## src/rtl/srld_pkg.sv

```systemverilog
// ---------------------------------------------------------------------------
// srld_pkg
// Shared types and constants of the sprite RLE line decoder.
// ---------------------------------------------------------------------------
package srld_pkg;

  localparam int CFG_W  = 12;  // frame_height / frame_width
  localparam int CODE_W = 8;
  localparam int ADDR_W = 1;

  localparam logic [ADDR_W-1:0] REG_FRAME_HEIGHT = 1'b0;
  localparam logic [ADDR_W-1:0] REG_FRAME_WIDTH  = 1'b1;

  localparam logic [CODE_W-1:0] CTRL_EOL  = 8'h80;
  localparam logic [6:0]        CTRL_LOW  = 7'h7F;

  localparam logic [CFG_W-1:0] FRAME_HEIGHT_RST = 12'd1;
  localparam logic [CFG_W-1:0] FRAME_WIDTH_RST  = 12'd1;

  typedef struct packed {
    logic [CODE_W-1:0] code_byte;
    logic              frame_start;
  } srld_item_t;

endpackage

```

## src/rtl/srld_in_reg.sv

```systemverilog
// ---------------------------------------------------------------------------
// srld_in_reg
// Input register slice: holds one code byte until the decoder consumes it.
// ---------------------------------------------------------------------------
module srld_in_reg (
  input  logic                clk,
  input  logic                rst_n,
  input  logic                in_tvalid,
  output logic                in_tready,
  input  srld_pkg::srld_item_t in_item,
  input  logic                take,
  output logic                item_valid,
  output srld_pkg::srld_item_t item
);
  import srld_pkg::*;

  logic       valid_r;
  logic       valid_nxt;
  srld_item_t item_r;

  // refill in the same cycle the held beat is consumed
  assign in_tready  = !valid_r || take;
  assign valid_nxt  = (in_tvalid && in_tready) || (valid_r && !take);
  assign item_valid = valid_r;
  assign item       = item_r;

  always_ff @(posedge clk) begin
    if (!rst_n) begin
      valid_r <= 1'b0;
    end else begin
      valid_r <= valid_nxt;
    end
  end

  always_ff @(posedge clk) begin
    if (in_tvalid && in_tready) begin
      item_r <= in_item;
    end
  end

endmodule

```

## src/rtl/srld_decode.sv

```systemverilog
// ---------------------------------------------------------------------------
// srld_decode
// Frame registers, cursor state and the per-byte decode step.
// ---------------------------------------------------------------------------
module srld_decode #(
  parameter int COORD_BITS = 12
) (
  input  logic                        clk,
  input  logic                        rst_n,
  input  logic                        cfg_we,
  input  logic [srld_pkg::ADDR_W-1:0] cfg_addr,
  input  logic [srld_pkg::CFG_W-1:0]  cfg_wdata,
  input  logic                        item_valid,
  input  srld_pkg::srld_item_t        item,
  input  logic                        slot_free,
  output logic                        take,
  output logic                        res_valid,
  output logic [COORD_BITS-1:0]       res_x,
  output logic [COORD_BITS:0]         res_y,
  output logic [srld_pkg::CODE_W-1:0] res_color,
  output logic                        res_inside
);
  import srld_pkg::*;

  localparam int CMP_W = ((COORD_BITS > CFG_W) ? COORD_BITS : CFG_W) + 1;
  localparam logic [CMP_W-1:0] COORD_MAX_C = CMP_W'((1 << COORD_BITS) - 1);

  logic [CFG_W-1:0]      frame_height_r;
  logic [CFG_W-1:0]      frame_width_r;
  logic [6:0]            literal_left_r, literal_left_nxt;
  logic [COORD_BITS-1:0] cursor_x_r, cursor_x_nxt;
  logic [COORD_BITS:0]   cursor_y_r, cursor_y_nxt;

  logic [6:0]            lit_w;
  logic [COORD_BITS-1:0] x_w;
  logic [COORD_BITS:0]   y_w;
  logic [COORD_BITS:0]   start_y;
  logic [CFG_W-1:0]      h_m1;
  logic [COORD_BITS:0]   x_sum;
  logic [COORD_BITS-1:0] x_sat;
  logic                  produce;

  always_ff @(posedge clk) begin
    if (!rst_n) begin
      frame_height_r <= FRAME_HEIGHT_RST;
      frame_width_r  <= FRAME_WIDTH_RST;
    end else if (cfg_we) begin
      case (cfg_addr)
        REG_FRAME_HEIGHT: frame_height_r <= cfg_wdata;
        REG_FRAME_WIDTH:  frame_width_r  <= cfg_wdata;
        default: ;
      endcase
    end
  end

  // first row of a frame: height-1, -1 for zero height, clamped to the top
  always_comb begin
    h_m1 = frame_height_r - 1'b1;
    if (frame_height_r == '0) begin
      start_y = '1;
    end else if (CMP_W'(h_m1) > COORD_MAX_C) begin
      start_y = {1'b0, {COORD_BITS{1'b1}}};
    end else begin
      start_y = (COORD_BITS + 1)'(CMP_W'(h_m1));
    end
  end

  always_comb begin
    lit_w = literal_left_r;
    x_w   = cursor_x_r;
    y_w   = cursor_y_r;
    if (item.frame_start) begin
      lit_w = '0;
      x_w   = '0;
      y_w   = start_y;
    end

    produce = (lit_w != '0);
    // literal advance is +1, skip is +low7; both saturate at the top column
    x_sum = {1'b0, x_w} + (produce ? (COORD_BITS + 1)'(1)
                                   : (COORD_BITS + 1)'(item.code_byte[6:0] & CTRL_LOW));
    x_sat = x_sum[COORD_BITS] ? {COORD_BITS{1'b1}} : x_sum[COORD_BITS-1:0];

    literal_left_nxt = lit_w;
    cursor_x_nxt     = x_w;
    cursor_y_nxt     = y_w;
    if (produce) begin
      literal_left_nxt = lit_w - 1'b1;
      cursor_x_nxt     = x_sat;
    end else if (item.code_byte == CTRL_EOL) begin
      cursor_x_nxt = '0;
      if (!y_w[COORD_BITS]) begin
        cursor_y_nxt = y_w - 1'b1;
      end
    end else if (item.code_byte[CODE_W-1]) begin
      cursor_x_nxt = x_sat;
    end else begin
      literal_left_nxt = item.code_byte[6:0];
    end
  end

  assign take       = item_valid && slot_free;
  assign res_valid  = take && produce;
  assign res_x      = x_w;
  assign res_y      = y_w;
  assign res_color  = item.code_byte;
  assign res_inside = (CMP_W'(x_w) < CMP_W'(frame_width_r)) && !y_w[COORD_BITS];

  always_ff @(posedge clk) begin
    if (!rst_n) begin
      literal_left_r <= '0;
      cursor_x_r     <= '0;
      cursor_y_r     <= '0;
    end else if (take) begin
      literal_left_r <= literal_left_nxt;
      cursor_x_r     <= cursor_x_nxt;
      cursor_y_r     <= cursor_y_nxt;
    end
  end

endmodule

```

## src/rtl/srld_out_reg.sv

```systemverilog
// ---------------------------------------------------------------------------
// srld_out_reg
// Result register: packs one pixel write and holds it until taken.
// ---------------------------------------------------------------------------
module srld_out_reg #(
  parameter int COORD_BITS = 12,
  parameter int DATA_W     = 40
) (
  input  logic                        clk,
  input  logic                        rst_n,
  input  logic                        res_valid,
  input  logic [COORD_BITS-1:0]       res_x,
  input  logic [COORD_BITS:0]         res_y,
  input  logic [srld_pkg::CODE_W-1:0] res_color,
  input  logic                        res_inside,
  output logic                        slot_free,
  output logic                        out_tvalid,
  input  logic                        out_tready,
  output logic [DATA_W-1:0]           out_tdata,
  output logic                        out_tuser
);
  import srld_pkg::*;

  logic              valid_r;
  logic [DATA_W-1:0] data_r;
  logic              user_r;

  assign slot_free  = !valid_r || out_tready;
  assign out_tvalid = valid_r;
  assign out_tdata  = data_r;
  assign out_tuser  = user_r;

  always_ff @(posedge clk) begin
    if (!rst_n) begin
      valid_r <= 1'b0;
    end else if (slot_free) begin
      valid_r <= res_valid;
    end
  end

  always_ff @(posedge clk) begin
    if (slot_free && res_valid) begin
      data_r <= DATA_W'({res_color, res_y, res_x});
      user_r <= res_inside;
    end
  end

endmodule

```

## src/rtl/sprite_rle_line_decoder_core.sv

```systemverilog
// ---------------------------------------------------------------------------
// sprite_rle_line_decoder_core
// Run-length sprite line decoder: code bytes in, pixel writes out.
// ---------------------------------------------------------------------------
// Takes one code byte per clock and decodes it in a single registered pass
// (input register, decode logic, result register), so a byte can be accepted
// every cycle; a literal byte passes the input register and then the result
// register before its pixel write shows on out_tvalid.
// Throughput is one byte per cycle, set by the single decode step that
// updates the cursor; it drops only while out_tready holds a result back.
// A beat with in_tuser set starts a frame at x=0, y=frame_height-1. Only
// literal bytes produce an output beat; control bytes are consumed silently.
// Registers (cfg_addr): 0 frame_height, 1 frame_width; write only while idle.
// ---------------------------------------------------------------------------
module sprite_rle_line_decoder_core #(
  parameter int COORD_BITS = 12
) (
  input  logic                        clk,
  input  logic                        rst_n,
  input  logic                        cfg_we,
  input  logic [srld_pkg::ADDR_W-1:0] cfg_addr,
  input  logic [srld_pkg::CFG_W-1:0]  cfg_wdata,
  input  logic                        in_tvalid,
  output logic                        in_tready,
  input  logic [7:0]                  in_tdata,   // [7:0] code_byte
  input  logic                        in_tuser,   // [0] frame_start
  output logic                        out_tvalid,
  input  logic                        out_tready,
  // pixel_x, pixel_y (signed), color, zero fill to whole bytes
  output logic [((2*COORD_BITS+9+7)/8)*8-1:0] out_tdata,
  output logic                        out_tuser   // [0] inside_res
);
  import srld_pkg::*;

  localparam int OUT_DATA_W = ((2 * COORD_BITS + 9 + 7) / 8) * 8;

  srld_item_t            in_item;
  srld_item_t            item;
  logic                  item_valid;
  logic                  take;
  logic                  slot_free;
  logic                  res_valid;
  logic [COORD_BITS-1:0] res_x;
  logic [COORD_BITS:0]   res_y;
  logic [CODE_W-1:0]     res_color;
  logic                  res_inside;

  assign in_item.code_byte   = in_tdata;
  assign in_item.frame_start = in_tuser;

  srld_in_reg u_in_reg (
    .clk        (clk),
    .rst_n      (rst_n),
    .in_tvalid  (in_tvalid),
    .in_tready  (in_tready),
    .in_item    (in_item),
    .take       (take),
    .item_valid (item_valid),
    .item       (item)
  );

  srld_decode #(
    .COORD_BITS (COORD_BITS)
  ) u_decode (
    .clk        (clk),
    .rst_n      (rst_n),
    .cfg_we     (cfg_we),
    .cfg_addr   (cfg_addr),
    .cfg_wdata  (cfg_wdata),
    .item_valid (item_valid),
    .item       (item),
    .slot_free  (slot_free),
    .take       (take),
    .res_valid  (res_valid),
    .res_x      (res_x),
    .res_y      (res_y),
    .res_color  (res_color),
    .res_inside (res_inside)
  );

  srld_out_reg #(
    .COORD_BITS (COORD_BITS),
    .DATA_W     (OUT_DATA_W)
  ) u_out_reg (
    .clk        (clk),
    .rst_n      (rst_n),
    .res_valid  (res_valid),
    .res_x      (res_x),
    .res_y      (res_y),
    .res_color  (res_color),
    .res_inside (res_inside),
    .slot_free  (slot_free),
    .out_tvalid (out_tvalid),
    .out_tready (out_tready),
    .out_tdata  (out_tdata),
    .out_tuser  (out_tuser)
  );

endmodule

```

## config.mk

```make
export PLATFORM = sky130hd
export DESIGN_NAME = sprite_rle_line_decoder_core
export DESIGN_NICKNAME = d
export VERILOG_FILES = /design/src/rtl/srld_pkg.sv /design/src/rtl/srld_in_reg.sv /design/src/rtl/srld_decode.sv /design/src/rtl/srld_out_reg.sv /design/src/rtl/sprite_rle_line_decoder_core.sv
export SDC_FILE = /design/constraint.sdc
export NUM_CORES = 1
export LEC_CHECK = 0
export ABC_AREA = 0
export BUFFER_PORTS_ARGS = -buffer_cell sky130_fd_sc_hd__buf_4
export CAP_MARGIN = 40
export CORE_ASPECT_RATIO = 1.1
export CORE_UTILIZATION = 55
export CTS_BUF_LIST = sky130_fd_sc_hd__clkbuf_4 sky130_fd_sc_hd__clkbuf_8
export CTS_CLUSTER_DIAMETER = 50
export DETAILED_ROUTE_END_ITERATION = 6
export GPL_ROUTABILITY_DRIVEN = 1
export HOLD_SLACK_MARGIN = 0.12
export PLACE_DENSITY = 0.76
export SETUP_SLACK_MARGIN = 0.02
export SLEW_MARGIN = 20
export SYNTH_ARGS = -nofsm -noshare
export SYNTH_HDL_FRONTEND = slang
export SYNTH_SLANG_ARGS = --single-unit
```

## constraint.sdc

```tcl
create_clock -name clk -period 6.3 [get_ports clk]
set_clock_uncertainty 0.1 [all_clocks]
set_input_delay 1.89 -clock clk [delete_from_list [all_inputs] [get_ports clk]]
set_output_delay 1.89 -clock clk [all_outputs]
set_load 0.01 [all_outputs]
```

==> impl_metrics.env <==
export IMPL_numCtsBuffers=9
export IMPL_postCtsHoldBufs=0
export IMPL_slew_limit_headroom_pct=45.85
export IMPL_synth_main_ff_cell="dfxtp_1"
export IMPL_row_count=37
export IMPL_synth_seq_cells=101
export IMPL_antenna_found_initial=0
export IMPL_utilization_pct=64.82
export IMPL_grt_pass1_wl_mm=21.45
export IMPL_design_core_area_um2=9398
export IMPL_start_kind="flip-flop"
export IMPL_worstHoldStart="u_decode.cursor_x_r[3]$_SDFFE_PN0P_"
export IMPL_switchingPower_uw=406.6
export IMPL_max_stage_delay_ns=0.49
export IMPL_outcome="finished, final reports clean"
export IMPL_end_kind="flip-flop"
export IMPL_hp_class="flip-flop to flip-flop"
export IMPL_gp_congestion=0.9554
export IMPL_synthToLayoutAreaGrowth_pct=13.55
export IMPL_io_pins=70
export IMPL_detail_route_antenna_nets=0
export IMPL_setup_viol=0
export IMPL_hpwlAfterDp_mm=9.080
export IMPL_crit_family="compound AO/OA/AOI/OAI gates"
export IMPL_start_util_pct=57.09
export IMPL_drv_cap=0
export IMPL_clockPowerShare_pct=30.3
export IMPL_drtPass1Iterations=5
export IMPL_antenna_cells=0
export IMPL_grt_max_degree=48
export IMPL_synth_edff_count=43
export IMPL_die_area_um2=10150
export IMPL_drt_initial_drc_count=350
export IMPL_crit_buf_inv=3
export IMPL_yosysSeqAreaShare_pct=45.71
export IMPL_nets=690
export IMPL_r2r_start="u_in_reg.item[0]$_DFFE_PP_"
export IMPL_cts_sinks=101
export IMPL_vias_per_cell=5.988
export IMPL_path_class="flip-flop to flip-flop"
export IMPL_rsz0062_at_grt="no"
export IMPL_p_int_uw=1011
export IMPL_critPathSlowestCell="inv_1"
export IMPL_ys_types=73
export IMPL_async_flop_share_pct=0
export IMPL_p_sw_share_pct=28.69
export IMPL_required_ns=6.52
export IMPL_io_buffers=62
export IMPL_instances_no_fill=762
export IMPL_drc=0
export IMPL_cts_buffer_depth=2
export IMPL_via_count=4563
export IMPL_drive_above_1_share_pct=15.66
export IMPL_postCtsSetupBuffers=0
export IMPL_final_hold_viol_count=0
export IMPL_clkTransAtPathRegs_ns=0.10
export IMPL_grt_pass1_vias=4389
export IMPL_post_route_period_util_pct=75.71
export IMPL_tightest_slew_ns=0.8107
export IMPL_final_common_cell="nand2_1"
export IMPL_cts_tree="yes"
export IMPL_syn_inst=589
export IMPL_leakage_uw=0.002384
export IMPL_fp_dieW_um=96.17
export IMPL_seqPwrFrac_pct=52.2
export IMPL_placedCellCount=745
export IMPL_cp_cell_sequence="buf_4 -> inv_1 -> nand2_1 -> ha_1 -> nor2b_1 -> a22o_1 -> nand2b_1 -> ha_1 -> inv_1 -> fa_1 -> nor2b_1 -> o31a_1 -> o21ai_0 -> a211oi_1 -> nand2_1 -> a221o_1 -> a21oi_1"
export IMPL_most_common_layout_cells="nand2_1 (85), buf_4 (67), a21oi_1 (64)"
export IMPL_grt_ovfl_total=0
export IMPL_p_per_area_nw_per_um2=232.6
export IMPL_synth_area_per_cell_um2=9.109
export IMPL_fin_tns_setup_ns=0
export IMPL_critical_path_peak_fanout=47
export IMPL_htree_levels=3
export IMPL_yosysWarnings=0
export IMPL_grt_usage_pct=27.91
export IMPL_cts_resized=0
export IMPL_crit_path_start="u_in_reg.item[0]$_DFFE_PP_"
export IMPL_die_h_um=105.6
export IMPL_synth_area_um2=5365
export IMPL_pwr_share_comb_pct=17.4
export IMPL_wl_per_cell_um=17.02
export IMPL_clk_latency_ns=0.38
export IMPL_cts_root_buf="clkbuf_8"
export IMPL_drv_slew=0
export IMPL_max_freq_mhz=209.7
export IMPL_fin_crit_ns=4.770
export IMPL_totalWireLength_mm=12.97
export IMPL_arrival_ns=4.99
export IMPL_peakVddDrop_uv=165.0
[kinds of logic after synthesis]
family,share of synthesized area (%)
AO/OA/AOI/OAI,18.00
XOR/XNOR,2.775
adder cells (fa/ha/maj),5.504
buffers and inverters,5.200
flip-flops,45.71
multiplexers,1.119
other,0.06990
AND/OR/NAND/NOR,21.62
[through the flow]
stage / area, µm² / setup slack, ns / hold slack (ns) / total power (µW)
finish: 6092 / 1.530 / 0.3548 / 1417
global route: 6092 / 1.110 / 0.3814 / 1483
CTS: 6087 / 1.582 / 0.3569 / 1421
detailed placement: 5882 / 1.620 / 0.3440 / 995.9
global placement: 5867 / 1.841 / 0.3358 / 987.5
floorplan: 5388 / 2.212 / 0.3273 / 923.8
[registers in the layout, summed over array words and instances (netlist names)]
signal	count
u_out_reg.out_tdata	33
u_in_reg.item_valid	1
u_decode.cursor_y_r	13
u_decode.literal_left_r	7
u_out_reg.out_tuser	1
u_in_reg.item	9
u_out_reg.out_tvalid	1
u_decode.frame_height_r	12
u_decode.cursor_x_r	12
u_decode.frame_width_r	12
[synth_stat cells, drive strengths merged (12+ instances only)]
cell type / n / area [µm²]
ha: 22 / 275.3
nand2: 85 / 319.1
a21oi: 64 / 320.3
inv: 28 / 105.1
xnor2: 13 / 113.9
nor2b: 21 / 131.4
o21ai: 32 / 160.1
nor4: 12 / 102.6
nor2: 38 / 142.6
clkbuf: 22 / 82.58
buf: 13 / 87.58
dfxtp: 58 / 1161
edfxtp: 43 / 1291
nand3: 13 / 70.07
[layer usage]
| layer | share of wire (%) | track usage [%] |
|---|---|---|
| met5 | 0 | 0 |
| met4 | 3.0 | 13.75 |
| met3 | 6.4 | 4.401 |
| met2 | 46 | 42.86 |
| met1 | 44 | 37.90 |
[worst register-to-register path: stages (launching register included)]
cell	delay (ns)
edfxtp_1	0.39
buf_4	0.30
inv_1	0.50
nand2_1	0.20
ha_1	0.30
nor2b_1	0.18
a22o_1	0.32
nand2b_1	0.12
ha_1	0.17
inv_1	0.05
fa_1	0.40
nor2b_1	0.16
o31a_1	0.15
o21ai_0	0.13
a211oi_1	0.44
nand2_1	0.27
a221o_1	0.40
a21oi_1	0.12
[area by class of cell]
type,instances,area (µm²)
clock buffers,10,137.6
clock inverters,6,67.56
fillers,839,3306
inverters,29,108.9
multi-input cells,430,2656
flip-flops and latches,101,2452
well taps,117,146.4
repair buffers,69,523.0
[final timing paths]
| check | slack [ns] | to | cells past startpoint |
|---|---|---|---|
| setup / recovery | 1.53 | u_decode.cursor_x_r[11]$_SDFFE_PN0P_ | 17 |
| hold / removal | 0.35 | u_decode.cursor_x_r[3]$_SDFFE_PN0P_ | 2 |
| setup reg to reg | 1.53 | u_decode.cursor_x_r[11]$_SDFFE_PN0P_ | 17 |
| hold reg to reg | 0.35 | u_decode.cursor_x_r[3]$_SDFFE_PN0P_ | 2 |
[power by group through the flow]
stage               registers [µW]  logic, µW  clock network, µW
floorplan                      748        176                  0
global route                   744        274                465
CTS                            739        244                438
finish                         740        247                430
global placement               753        234                  0
detailed placement             754        242                  0
Power figures use the tool's default switching activity.
